<file path="config.mk">
export PLATFORM = sky130hd
export DESIGN_NAME = addressed_message_framer
export DESIGN_NICKNAME = d
export VERILOG_FILES = /design/src/design/amf_pkg.sv /design/src/design/amf_step.sv /design/src/design/addressed_message_framer.sv
export SDC_FILE = /design/constraint.sdc
export NUM_CORES = 1
export LEC_CHECK = 0
export CAP_MARGIN = 20
export CORE_MARGIN = 2
export CORE_UTILIZATION = 54
export DETAILED_ROUTE_END_ITERATION = 7
export DONT_BUFFER_PORTS = 1
export PLACE_DENSITY = 0.69
export RECOVER_POWER = 50
export SLEW_MARGIN = 20
export SYNTH_ARGS = -nofsm -noshare
export SYNTH_HDL_FRONTEND = slang
export SYNTH_HIERARCHICAL = 1
export SYNTH_SLANG_ARGS = --single-unit
</file>
<file path="constraint.sdc">
create_clock -name clk -period 8.6 [get_ports clk]
set_clock_uncertainty 0.15 [all_clocks]
set_input_delay 0.43 -clock clk [delete_from_list [all_inputs] [get_ports clk]]
set_output_delay 0.43 -clock clk [all_outputs]
set_load 0.02 [all_outputs]
</file>
<file path="src/design/amf_pkg.sv">
`timescale 1ns / 1ps

package amf_pkg;

  localparam int FIELD_LEN  = 16;
  localparam int NUM_FIELDS = 5;
  localparam int POS_W      = $clog2(FIELD_LEN + 1);
  localparam int FN_W       = 3;

  localparam logic [7:0] CH_START   = 8'h2A;
  localparam logic [7:0] CH_END     = 8'h0A;
  localparam logic [7:0] CH_DELIM   = 8'h7E;
  localparam logic [7:0] ADDR_RESET = 8'd65;

  localparam logic [1:0] PH_HUNT    = 2'd0;
  localparam logic [1:0] PH_START   = 2'd1;
  localparam logic [1:0] PH_CAPTURE = 2'd2;

  localparam logic [1:0] EV_NONE  = 2'd0;
  localparam logic [1:0] EV_BYTE  = 2'd1;
  localparam logic [1:0] EV_DONE  = 2'd2;
  localparam logic [1:0] EV_ABORT = 2'd3;

  localparam logic OP_BYTE = 1'b0;
  localparam logic OP_IDLE = 1'b1;

  typedef struct packed {
    logic [1:0]      phase;
    logic [2:0]      header_count;
    logic [7:0]      first_digit;
    logic [7:0]      second_digit;
    logic [FN_W-1:0] field_number;
    logic [POS_W-1:0] position_in_field;
    logic            last_was_delimiter;
  } state_t;

  // result payload, lowest field declared last
  typedef struct packed {
    logic       pad;
    logic [6:0] command;
    logic       field_overflow;
    logic [3:0] field_pos;
    logic [2:0] field_index;
    logic [7:0] data_byte;
  } out_payload_t;

  typedef struct packed {
    logic [1:0]   event_res;
    out_payload_t payload;
  } result_t;

  function automatic logic is_digit(input logic [7:0] c);
    return (c >= 8'h30) && (c <= 8'h39);
  endfunction

  function automatic logic [6:0] decode_command(input logic [7:0] a_chr,
                                                 input logic [7:0] b_chr);
    logic [3:0] a;
    logic [3:0] b;
    a = 4'(a_chr - 8'h30);
    b = 4'(b_chr - 8'h30);
    if (!is_digit(a_chr))
      return 7'd0;
    if (!is_digit(b_chr))
      return 7'(a);
    return 7'({a, 3'b000}) + 7'({a, 1'b0}) + 7'(b);
  endfunction

endpackage

</file>
<file path="src/design/amf_step.sv">
`timescale 1ns / 1ps

module amf_step (
  input  logic [7:0]       reader_address,
  input  logic             op,
  input  logic [7:0]       rx_byte,
  input  amf_pkg::state_t  cur,
  output amf_pkg::state_t  nxt,
  output amf_pkg::result_t res
);
  import amf_pkg::*;

  state_t           idle_st;
  state_t           base;
  state_t           cap;
  result_t          cap_res;
  logic [POS_W-1:0] pos0;
  logic [FN_W-1:0]  fn;

  assign idle_st = '0;

  // state a capture starts from: running frame, or a fresh frame at the address
  always_comb begin
    base = idle_st;
    if (cur.phase == PH_CAPTURE) begin
      base = cur;
    end else begin
      base.phase             = PH_CAPTURE;
      base.header_count      = 3'd1;
      base.position_in_field = POS_W'(1);
    end
  end

  always_comb begin
    cap     = base;
    cap_res = '0;
    pos0    = base.position_in_field;
    fn      = base.field_number;
    cap_res.event_res = EV_BYTE;
    cap_res.payload.data_byte = rx_byte;
    if (rx_byte == CH_DELIM) begin
      cap.last_was_delimiter = 1'b1;
      cap_res.payload.field_overflow = 1'b0;
    end else begin
      if (base.last_was_delimiter) begin
        cap.last_was_delimiter = 1'b0;
        if (32'(fn) < NUM_FIELDS) begin
          fn   = fn + FN_W'(1);
          pos0 = '0;
        end else begin
          pos0 = POS_W'(FIELD_LEN);
        end
      end
      cap_res.payload.field_overflow = (32'(pos0) >= FIELD_LEN);
      cap.position_in_field = (32'(pos0) < FIELD_LEN) ? pos0 + POS_W'(1) : pos0;
    end
    cap.field_number = fn;
    cap_res.payload.field_index = 3'(fn);
    cap_res.payload.field_pos   = (32'(pos0) > 32'd15) ? 4'hF : 4'(pos0);
    if (base.header_count == 3'd2)
      cap.first_digit = rx_byte;
    else if (base.header_count == 3'd3)
      cap.second_digit = rx_byte;
    if (base.header_count < 3'd4)
      cap.header_count = base.header_count + 3'd1;
  end

  always_comb begin
    nxt = idle_st;
    res = '0;
    if (op == OP_IDLE) begin
      if (cur.phase == PH_CAPTURE)
        res.event_res = EV_ABORT;
    end else begin
      unique case (cur.phase)
        PH_CAPTURE: begin
          if (rx_byte == CH_END) begin
            res.event_res       = EV_DONE;
            res.payload.command = decode_command(cur.first_digit, cur.second_digit);
          end else begin
            nxt = cap;
            res = cap_res;
          end
        end
        PH_START: begin
          if (rx_byte == reader_address) begin
            if (rx_byte == CH_END) begin
              res.event_res = EV_DONE;
            end else begin
              nxt = cap;
              res = cap_res;
            end
          end else if (rx_byte == CH_START) begin
            nxt.phase = PH_START;
          end
        end
        default: begin
          if (rx_byte == CH_START)
            nxt.phase = PH_START;
        end
      endcase
    end
  end

endmodule

</file>
<file path="src/design/addressed_message_framer.sv">
`timescale 1ns / 1ps

// addressed message framer for a multidrop serial link
// input stream: one transfer per received byte; s_tuser is 0 for a byte in
//   s_tdata, 1 when the receive line went idle (s_tdata then ignored)
// output stream: exactly one transfer per input transfer; m_tuser gives the
//   event (none, captured byte, frame complete, frame aborted), m_tdata the
//   byte, its field number and position, the overflow flag and the command
// config: cfg_wr_en writes cfg_wr_data into the reader address; the user must
//   write it only while the block holds no item in flight (the block does not enforce this)
// timing: the result passes the input register, then the result register fed by
//   one pass of the framing logic
// throughput: one item per cycle while m_tready is high; the running frame state
//   is updated by the same single pass, so back-to-back bytes need no bubbles
// receiver stall: the result register holds; one more item waits in the input
//   register, after which s_tready drops until m_tready returns
// reset: rst (synchronous, active high) empties both stages, holds s_tready
//   low, returns to the start-hunting phase and sets the reader address to 'A'
module addressed_message_framer (
  input  logic        clk,
  input  logic        rst,
  input  logic        cfg_wr_en,
  input  logic [7:0]  cfg_wr_data,
  input  logic        s_tvalid,
  output logic        s_tready,
  input  logic [7:0]  s_tdata,   // rx_byte[7:0]
  input  logic        s_tuser,   // op
  output logic        m_tvalid,
  input  logic        m_tready,
  output logic [23:0] m_tdata,   // data_byte[7:0], field_index[10:8], field_pos[14:11],
                                 // field_overflow[15], command[22:16], zero[23]
  output logic [1:0]  m_tuser    // event_res
);
  import amf_pkg::*;

  logic [7:0] reader_addr;
  logic       in_valid;
  logic       in_op;
  logic [7:0] in_byte;
  logic       advance;
  state_t     st;
  state_t     st_next;
  result_t    step_res;

  // the input stage moves on whenever the result register is free or drained
  assign advance  = in_valid && (!m_tvalid || m_tready);
  assign s_tready = !rst && (!in_valid || advance);

  always_ff @(posedge clk) begin
    if (rst) begin
      reader_addr <= ADDR_RESET;
    end else if (cfg_wr_en) begin
      reader_addr <= cfg_wr_data;
    end
  end

  // input register
  always_ff @(posedge clk) begin
    if (rst) begin
      in_valid <= 1'b0;
    end else if (s_tready) begin
      in_valid <= s_tvalid;
    end
  end

  always_ff @(posedge clk) begin
    if (s_tvalid && s_tready) begin
      in_op   <= s_tuser;
      in_byte <= s_tdata;
    end
  end

  amf_step u_step (
    .reader_address (reader_addr),
    .op             (in_op),
    .rx_byte        (in_byte),
    .cur            (st),
    .nxt            (st_next),
    .res            (step_res)
  );

  // frame state follows the item that reaches the result register
  always_ff @(posedge clk) begin
    if (rst) begin
      st <= '0;
    end else if (advance) begin
      st <= st_next;
    end
  end

  // result register
  always_ff @(posedge clk) begin
    if (rst) begin
      m_tvalid <= 1'b0;
    end else if (advance) begin
      m_tvalid <= 1'b1;
    end else if (m_tready) begin
      m_tvalid <= 1'b0;
    end
  end

  always_ff @(posedge clk) begin
    if (advance) begin
      m_tdata <= step_res.payload;
      m_tuser <= step_res.event_res;
    end
  end

endmodule

</file>
==> results of run 1 <==
[per-stage QoR]
| step | instances | hold WS (ns) | total power, W | area (um^2) |
|---|---|---|---|---|
| 6_report | 589 | 0.0250 | 0.000772 | 4950 |
| 5_1_grt | 589 | 0.00773 | 0.000802 | 4950 |
| 4_1_cts | 579 | 0.0102 | 0.000772 | 4850 |
| 3_5_place_dp | 562 | 0.323 | 0.000437 | 4590 |
| 3_3_place_gp | 562 | 0.322 | 0.000436 | 4590 |
| 2_1_floorplan | 488 | 0.304 | 0.000436 | 4620 |
[synthesized netlist by cell type, types with 3 or more instances]
master and n:
nand2b_1 63, dfxtp_1 40, mux2i_1 40, edfxtp_1 35, nor2_1 32, clkbuf_1 26, o21ai_0 26, a21oi_1 23
nand2_1 20, nand4_1 19, nor2b_1 14, ha_1 13, inv_1 12, and2_1 11, xor2_1 11, a21boi_0 10
and3_1 8, nor3_1 6, a211oi_1 5, nor3b_1 5, o211ai_1 5, a2111oi_0 4, buf_4 4, and4b_1 3
buf_12 3, buf_2 3, nand3_1 3
[metal layers]
layer	share of wire	track usage	vias up
li1	-	-	1721
met4	0.021	0.104	0
met5	0	0	-
met3	0.052	0.0551	18
met1	0.47	0.326	1706
met2	0.45	0.343	125
[logic make-up after synthesis]
group	after synthesis	synth area share
AOI/OAI and AO/OA	89	0.121
xor gates and xnor gates	11	0.0208
adders and majority gates	15	0.0438
buffers and inverters	50	0.0584
DFF	75	0.400
muxes	41	0.0890
other	1	0.000811
and+or+nand+nor	206	0.265
[layout by cell type (no fill, tap or decap), types with 12 or more instances in the layout]
master,count
a21oi_1,23
nor2_1,32
nand2b_1,63
nand2_1,20
dfxtp_1,40
o21ai_0,26
inv_1,12
nor2b_1,15
edfxtp_1,35
nand4_1,19
ha_1,13
mux2i_1,40
[timing repair]
| item | 4_1_cts | 5_1_grt |
|---|---|---|
| setup endpoints to repair | 0 | 0 |
| hold endpoints to repair | 8 | 9 |
| hold buffers | 1 | 9 |
[layout make-up]
cell class / count / share of cell area
well taps: 105 / 0.0266
clock inverters: 6 / 0.0225
multi-input cells: 363 / 0.507
inverters: 12 / 0.00910
repair buffers: 18 / 0.0331
clock buffers: 10 / 0.0278
flip-flops and latches: 75 / 0.374
[state kept, by name (all words and copies together), names as in the netlist]
signal / cells
m_tdata: 24
st: 30
m_tvalid: 1
reader_addr: 8
in_byte: 8
in_valid: 1
in_op: 1
m_tuser: 2
[final timing paths]
kind | startpoint | endpoint | slack (ns) | cells past startpoint
setup / recovery | m_tvalid$_SDFFE_PP0P_ | st[23]$_SDFFE_PP0P_ | 4.67 | 4
hold / removal | rst | reader_addr[6]$_SDFFE_PP1P_ | 0.02 | 1
setup reg to reg | m_tvalid$_SDFFE_PP0P_ | st[23]$_SDFFE_PP0P_ | 4.67 | 4
hold reg to reg | st[26]$_SDFFE_PP0P_ | st[26]$_SDFFE_PP0P_ | 0.34 | 2
[worst register-to-register path, cell delays in order, from the launching register on]
cell and delay, ns:
dfxtp_1 0.38, nor2b_1 0.22, nor2b_4 0.11, clkbuf_1 2.48, mux2i_1 0.34
[power breakdown]
group | internal (W) | switching, W
logic | 0.0000192 | 0.0000182
registers | 0.000383 | 0.0000139
clock network | 0.000201 | 0.000136
total | 0.000604 | 0.000168
==> out/results.ini, run 1 <==
[outcome]
status=finished with violations
violations=max-capacitance violations, max-slew violations

[drt]
via_per_inst=6.06
vias=3570
wl_um=10200
drc_errors=0
routedWlPerCell_um=17.3
drt_first_pass_iters=4
drtAntennaViolNets=0
drt_iter0_markers=272

[logic_synthesis]
syn_area_per_cell_um2=9.48
async_flop_share=0
synth_area_leader_cell=edfxtp_1
postSynthCellCount=488
syn_area_um2=4620
yosysTopAreaCellShare=0.227
seq_area_frac_synth=0.400
yosys_warnings=6
synth_seq_cells=75
synth_area_leaders=edfxtp_1, dfxtp_1, mux2i_1
synthesis.nets=525
synth-edff-count=35
ys_types=60
synth_ff_type=dfxtp_1

[clock_network]
cts_resized=0
root_buffer=clkbuf_8
cts_setup_buffers=0
numClockSinks=75
clk_pin_slew_worst_paths_ns=0.08
clockBufferDepth=2
numCtsBuffers=9
cts.htree.levels=3
cts_tree=built
clkLatencyLatePin_ns=0.35

[floorplan]
fp-row-count=33
die_height_um=96.5
die_area_um2=9320
core_um2=8260
num_io_pins=50
die_w_um=96.5
initial_core_util=0.560

[sta]
fin_crit_sh=0.458
period_minus_slack_ns=3.93
worst_slack_ns=4.67
tightestPinTransition_ns=3.55
fmax_mhz=254
fin_setup_tns_ns=0
drv_slew=57
setup_viol=0
slew_headroom=-1.37
hold_violations=0
rsz0062_at_grt=false

[global_routing]
grt-ovfl-total=0
grt_max_degree=65
grt_pass1_wl_um=16900
grt_pass1_vias=3347
grtUsageTotal=0.234
antenna_found_initial=0

[final_layout]
utilization=0.599
layout.nets=516
num_antenna_cells=0
ff_latch_area_um2=1850
area_growth_pct=6.98
fillers=696
drive_gt1_frac=0.0806
multi_input_area_um2=2510

[pwr]
power.density_nw_per_um2=156
p_leak_nw=1.68
peakVddDrop_v=0.000115

[worst_setup_path]
critical_path.startpoint_type=flip-flop
cpPeakStageDelay_ns=2.48
slowest_stage=clkbuf_1
cp.required_ns=8.55
cp-end-kind=flip-flop
cp_num_buf_inv=1
crit_type=flip-flop to flip-flop
cp_max_fo=56
path_cells=nor2b_1, nor2b_4, clkbuf_1, mux2i_1
critical-path-top-delay-family=buffers and inverters
critPathArrivalTime_ns=3.88

[place]
place_worst_setup_slack_ns=5.62
hpwl_um=6480
gp_congestion=0.863
port_buffers=0

[flow_run]
cap_viol_max_count=1

[min_path]
hold_path_class=input port to flip-flop

(Power assumes the default switching activity.)
==> inputs of run 2 (changes only) <==
==> constraint.sdc (replaced) <==
create_clock -name clk -period 3.7 [get_ports clk]
set_clock_uncertainty 0.15 [all_clocks]
set_input_delay 0.185 -clock clk [delete_from_list [all_inputs] [get_ports clk]]
set_output_delay 0.185 -clock clk [all_outputs]
set_load 0.02 [all_outputs]
==> out/results.ini, run 2 (synthesized netlist as in run 1, its figures left out) <==
[outcome]
status=finished with violations
violations=max-capacitance violations, max-slew violations

[clock_network]
clk_pin_slew_worst_paths_ns=0.07  ; about the same
cts.htree.levels=3  ; unchanged
clockBufferDepth=2  ; unchanged
clkLatencyLatePin_ns=0.35  ; about the same
cts_resized=0  ; unchanged
hold_buffers=31  ; +30
numClockSinks=75  ; unchanged
numCtsBuffers=9  ; unchanged
cts_setup_buffers=0  ; unchanged
cts_tree=built
root_buffer=clkbuf_8

[final_layout]
area_growth_pct=10.4
drive_gt1_frac=0.0809  ; +0.000289
largest_register_ffs=30  ; unchanged
num_antenna_cells=0  ; unchanged
fillers=694  ; -0.29%
regMostFlops=st
layout_commonest_cell=nand2b_1
final_area_um2=5100  ; +3.2%
reg_top3=st x30, m_tdata x24
layout_common_cells=nand2b_1, mux2i_1, dfxtp_1
utilization=0.618  ; +0.0189
layout.nets=539  ; +4.5%

[global_routing]
grtUsageTotal=0.232  ; -0.00194
antenna_found_initial=0  ; unchanged
grt-ovfl-total=0  ; unchanged
grt_pass1_vias=3381  ; +1.0%
grt_pass1_wl_um=16600  ; -1.8%
grt_max_degree=71  ; +9.2%

[place]
placedInstanceArea_um2=4620  ; +0.49%
hpwl_um=6680  ; +3.1%
gp_congestion=0.879  ; +1.8%
port_buffers=0  ; unchanged

[drt]
routedWlPerCell_um=17.0  ; -2.1%
via_per_inst=5.88  ; -2.9%
drt_first_pass_iters=5  ; +1
drt_iter0_markers=242  ; -11%
wl_um=10400  ; +1.8%
drtAntennaViolNets=0  ; unchanged
vias=3600  ; +0.84%
drc_errors=0  ; unchanged

[sta]
hold_violations=0  ; unchanged
hold_slack_ns=0.0147  ; -0.0103 ns
period_minus_slack_ns=3.01  ; -0.927 ns
fin_crit_sh=0.813  ; +0.355
fmax_mhz=332  ; +31%
drv_slew=25  ; -56%
slew_headroom=-0.00947  ; +1.36
setup_viol=0  ; unchanged
rsz0062_at_grt=false
tightestPinTransition_ns=1.51  ; -2.05 ns
fin_setup_tns_ns=0  ; unchanged

[worst_setup_path]
reg2reg_to=m_tdata[7]$_DFFE_PP_
crit_type=flip-flop to flip-flop
cp-startpoint=m_tvalid$_SDFFE_PP0P_
cpPeakStageDelay_ns=1.15  ; -1.33 ns
slowest_stage=nor2b_2
cp-end-kind=flip-flop
cp.required_ns=3.53  ; -5.02 ns
critical-path-top-delay-family=simple AND/OR/NAND/NOR gates
cp_max_fo=24  ; -57%
path_cells=nor2b_1, nor2b_2, clkbuf_1
rrSetupSlack_ns=0.69  ; -3.97 ns
cp_num_buf_inv=1  ; unchanged
cp-endpoint=m_tdata[7]$_DFFE_PP_
reg2regPathDepth=3  ; -1
crit_cells=3  ; -1
critical_path.startpoint_type=flip-flop
critPathArrivalTime_ns=2.83  ; -1.05 ns
timing.rr.start=m_tvalid$_SDFFE_PP0P_

[floorplan]
initial_core_util=0.560  ; unchanged
fp-row-count=33  ; unchanged
num_io_pins=50  ; unchanged
die_height_um=96.5  ; unchanged
die_w_um=96.5  ; unchanged
core_um2=8260  ; unchanged
die_area_um2=9320  ; unchanged

[min_path]
hold_path_class=input port to flip-flop

[pwr]
power.density_nw_per_um2=318  ; +100%
peakVddDrop_v=0.000212  ; +85%
p_total_w=0.00162  ; +110%
p_leak_nw=1.75  ; +4.1%

[flow_run]
cap_viol_max_count=1  ; unchanged

==> run 2: cell count changes in the layout (fill, tap and decap cells not counted), moves of 2 or more <==
cell,before,now
dlygate4sd3_1,10,30
clkinv_2,0,2
bufinv_16,3,0
clkbuf_1,1,3
buf_4,6,9
==> run 2: final cells by class <==
type,instances,area (um^2),area share
tap,105,131,0.0257
multi-input combinational,363,2500,0.490
sequential,75,1850,0.363
clock buffer,12,156,0.0306
clock inverter,4,26.3,0.00515
timing repair buffer,41,392,0.0767
inverter,12,45.0,0.00883
==> run 2: worst min-delay path by stage <==
stage / startpoint / slack (ns) / endpoint / cells after the start
after global routing: rst / 0.02 / reader_addr[1]$_SDFFE_PP0P_ / 2
after detailed placement: rst / 0.11 / reader_addr[2]$_SDFFE_PP0P_ / 1
after CTS: rst / 0.0003 / reader_addr[1]$_SDFFE_PP0P_ / 2
after global placement: rst / 0.11 / m_tvalid$_SDFFE_PP0P_ / 1
final: rst / 0.01 / reader_addr[3]$_SDFFE_PP0P_ / 2
after floorplan: s_tdata[0] / 0.13 / in_byte[0]$_DFFE_PP_ / 0
==> run 2: where the power goes <==
part | total (W) | switching, W | internal [W]
Combinational | 0.000114 | 0.0000548 | 0.0000593
Sequential | 0.000923 | 0.0000335 | 0.000890
Clock | 0.000584 | 0.000300 | 0.000284
==> run 2: per-layer routing <==
metal / global-route usage / vias up / routed length [um]
met4: 0.112 / 0 / 337
met5: 0 / - / 0
met2: 0.363 / 136 / 4770
met1: 0.308 / 1680 / 4700
met3: 0.0419 / 30 / 580
li1: - / 1754 / -
==> run 2: stage by stage <==
step           setup WS (ns)  std cells
6_report               0.692        612
5_1_grt                0.476        612
4_1_cts                0.877        612
3_5_place_dp           0.911        565
3_3_place_gp           0.943        565
2_1_floorplan          0.623        488
==> run 2: worst register-to-register path: stages, from the launching register on <==
cell	delay (ns)
dfxtp_1	0.38
nor2b_1	0.21
nor2b_2	1.15
clkbuf_1	0.74
==> inputs of run 3 (changes only) <==
==> constraint.sdc (replaced) <==
create_clock -name clk -period 2.94 [get_ports clk]
set_clock_uncertainty 0.15 [all_clocks]
set_input_delay 0.147 -clock clk [delete_from_list [all_inputs] [get_ports clk]]
set_output_delay 0.147 -clock clk [all_outputs]
set_load 0.02 [all_outputs]
==> out/results.ini, run 3 (synthesized netlist as in run 1, its figures left out) <==
[floorplan]
die_w_um=96.5  ; unchanged
fp-row-count=33  ; unchanged
initial_core_util=0.560  ; unchanged
die_area_um2=9320  ; unchanged
core_um2=8260  ; unchanged
die_height_um=96.5  ; unchanged
num_io_pins=50  ; unchanged

[worst_setup_path]
critical-path-top-delay-family=simple AND/OR/NAND/NOR gates
cp_max_fo=11  ; -54%
cp.required_ns=2.88  ; -0.65 ns
cp_num_buf_inv=0  ; -1
slowest_stage=nor2_1
crit_type=flip-flop to flip-flop
cp-end-kind=flip-flop
cpPeakStageDelay_ns=0.63  ; -0.52 ns
critical_path.startpoint_type=flip-flop
path_cells=nand4b_1, nor2_1, nor3_1, a2111oi_0
critPathArrivalTime_ns=2.61  ; -0.22 ns

[final_layout]
drive_gt1_frac=0.0934  ; +0.0125
layout.nets=546  ; +1.3%
ff_latch_area_um2=1850  ; unchanged
fillers=683  ; -1.6%
reg_top3=st x30, m_tdata x24
layout_common_cells=nand2b_1, mux2i_1, dfxtp_1
area_growth_pct=12.0
num_antenna_cells=0  ; unchanged
layout_commonest_cell=nand2b_1
largest_register_ffs=30  ; unchanged
multi_input_area_um2=2510  ; +0.35%
regMostFlops=st
fin_cells=619  ; +1.1%

[sta]
rsz0062_at_grt=false
fin_crit_sh=0.906  ; +0.0931
hold_violations=0  ; unchanged
fmax_mhz=375  ; +13%
drv_slew=57  ; +130%
setup_viol=0  ; unchanged
fin_setup_tns_ns=0  ; unchanged
period_minus_slack_ns=2.66  ; -0.344 ns
tightestPinTransition_ns=1.64  ; +0.129 ns
slew_headroom=-0.0911  ; -0.0816

[pwr]
peakVddDrop_v=0.000245  ; +15%
clkPwrFrac=0.365  ; +0.005
internal-power_w=0.00156  ; +26%
power.density_nw_per_um2=400  ; +26%
pwr-share-seq=0.562  ; -0.008
p_leak_nw=1.79  ; +2.4%
switchingPower_w=0.000517  ; +33%
p_total_w=0.00207  ; +28%
p_sw_frac=0.249  ; +0.00994
p_comb_frac=0.073  ; +0.003

[clock_network]
numClockSinks=75  ; unchanged
cts.htree.levels=3  ; unchanged
root_buffer=clkbuf_8
clockBufferDepth=2  ; unchanged
numCtsBuffers=9  ; unchanged
clkLatencyLatePin_ns=0.36  ; about the same
cts_tree=built
clk_pin_slew_worst_paths_ns=0.09  ; +0.02 ns

[outcome]
status=finished with violations
violations=max-capacitance violations, max-slew violations

[drt]
wl_um=11000  ; +5.5%
via_per_inst=6.04  ; +2.7%
routedWlPerCell_um=17.7  ; +4.3%
drt_first_pass_iters=4  ; -1
vias=3741  ; +3.9%
drtAntennaViolNets=0  ; unchanged
drt_iter0_markers=280  ; +16%
drc_errors=0  ; unchanged

[global_routing]
grt_pass1_wl_um=18000  ; +8.2%
antenna_found_initial=0  ; unchanged
grt_pass1_vias=3568  ; +5.5%
grt_max_degree=71  ; unchanged
grtUsageTotal=0.251  ; +0.0196
grt-ovfl-total=0  ; unchanged

[place]
port_buffers=0  ; unchanged
gp_congestion=0.848  ; -3.4%
dpl.cell_count=568  ; +0.53%
hpwl_um=6590  ; -1.4%

[flow_run]
cap_viol_max_count=1  ; unchanged

[min_path]
hold_path_class=input port to flip-flop

[run 3: changes by cell type in the layout (fill, tap and decap cells not counted), moves of 2 or more]
cell           change
dlygate4sd3_1      +4
clkbuf_1           -3
clkbuf_8           +2
buf_4              +3
[run 3: final timing paths]
kind	start	to	cells past startpoint	slack (ns)
setup reg to reg	in_byte[0]$_DFFE_PP_	m_tdata[13]$_DFFE_PP_	4	0.28
hold / removal	rst	reader_addr[0]$_SDFFE_PP1P_	2	0.03
hold reg to reg	st[9]$_SDFFE_PP0P_	st[9]$_SDFFE_PP0P_	2	0.35
setup / recovery	in_byte[0]$_DFFE_PP_	m_tdata[13]$_DFFE_PP_	4	0.28
[run 3: timing repair]
item / in CTS / in global routing
hold buffers: 35 / 0
setup endpoints to repair: 0 / 0
gates resized for setup: 0 / 0
endpoints found under the hold margin: 49 / 0
buffers inserted: 0 / 0
[run 3: stage by stage]
stage	area, um^2	worst slack (ns)	hold WS [ns]	util
2_1_floorplan	4630	0.0808	0.0959	-
3_3_place_gp	4660	0.361	0.0730	0.564
3_5_place_dp	4660	0.348	0.0759	0.564
4_1_cts	5200	0.332	0.0139	0.630
5_1_grt	5180	0.0889	0.0222	0.627
6_report	5180	0.276	0.0267	0.627
[run 3: layout make-up]
type / count / area share
multi-input combinational: 363 / 0.485
clock inverter: 5 / 0.00676
sequential: 75 / 0.357
inverter: 12 / 0.00870
clock buffer: 11 / 0.0292
tap: 105 / 0.0254
timing repair buffer: 48 / 0.0879
[run 3: per-layer routing]
layer	share of wire	track usage	up-vias	wire, um
li1	-	-	1772	-
met1	0.44	0.331	1797	4850
met2	0.48	0.401	150	5230
met3	0.061	0.0675	22	670
met4	0.019	0.0810	0	205
met5	0	0	-	0
[run 3: power groups by stage]
stage | Combinational, W | Clock [W] | Sequential (W)
4_1_cts | 0.000147 | 0.000770 | 0.00116
2_1_floorplan | 0.0000993 | 0 | 0.00118
5_1_grt | 0.000162 | 0.000831 | 0.00117
3_3_place_gp | 0.0000924 | 0 | 0.00119
3_5_place_dp | 0.0000946 | 0 | 0.00119
6_report | 0.000151 | 0.000756 | 0.00116
[run 3: worst register-to-register path, stage by stage, from the launching register on]
cell       delay, ns
edfxtp_1        0.55
nand4b_1        0.41
nor2_1          0.63
nor3_1          0.13
a2111oi_0       0.54
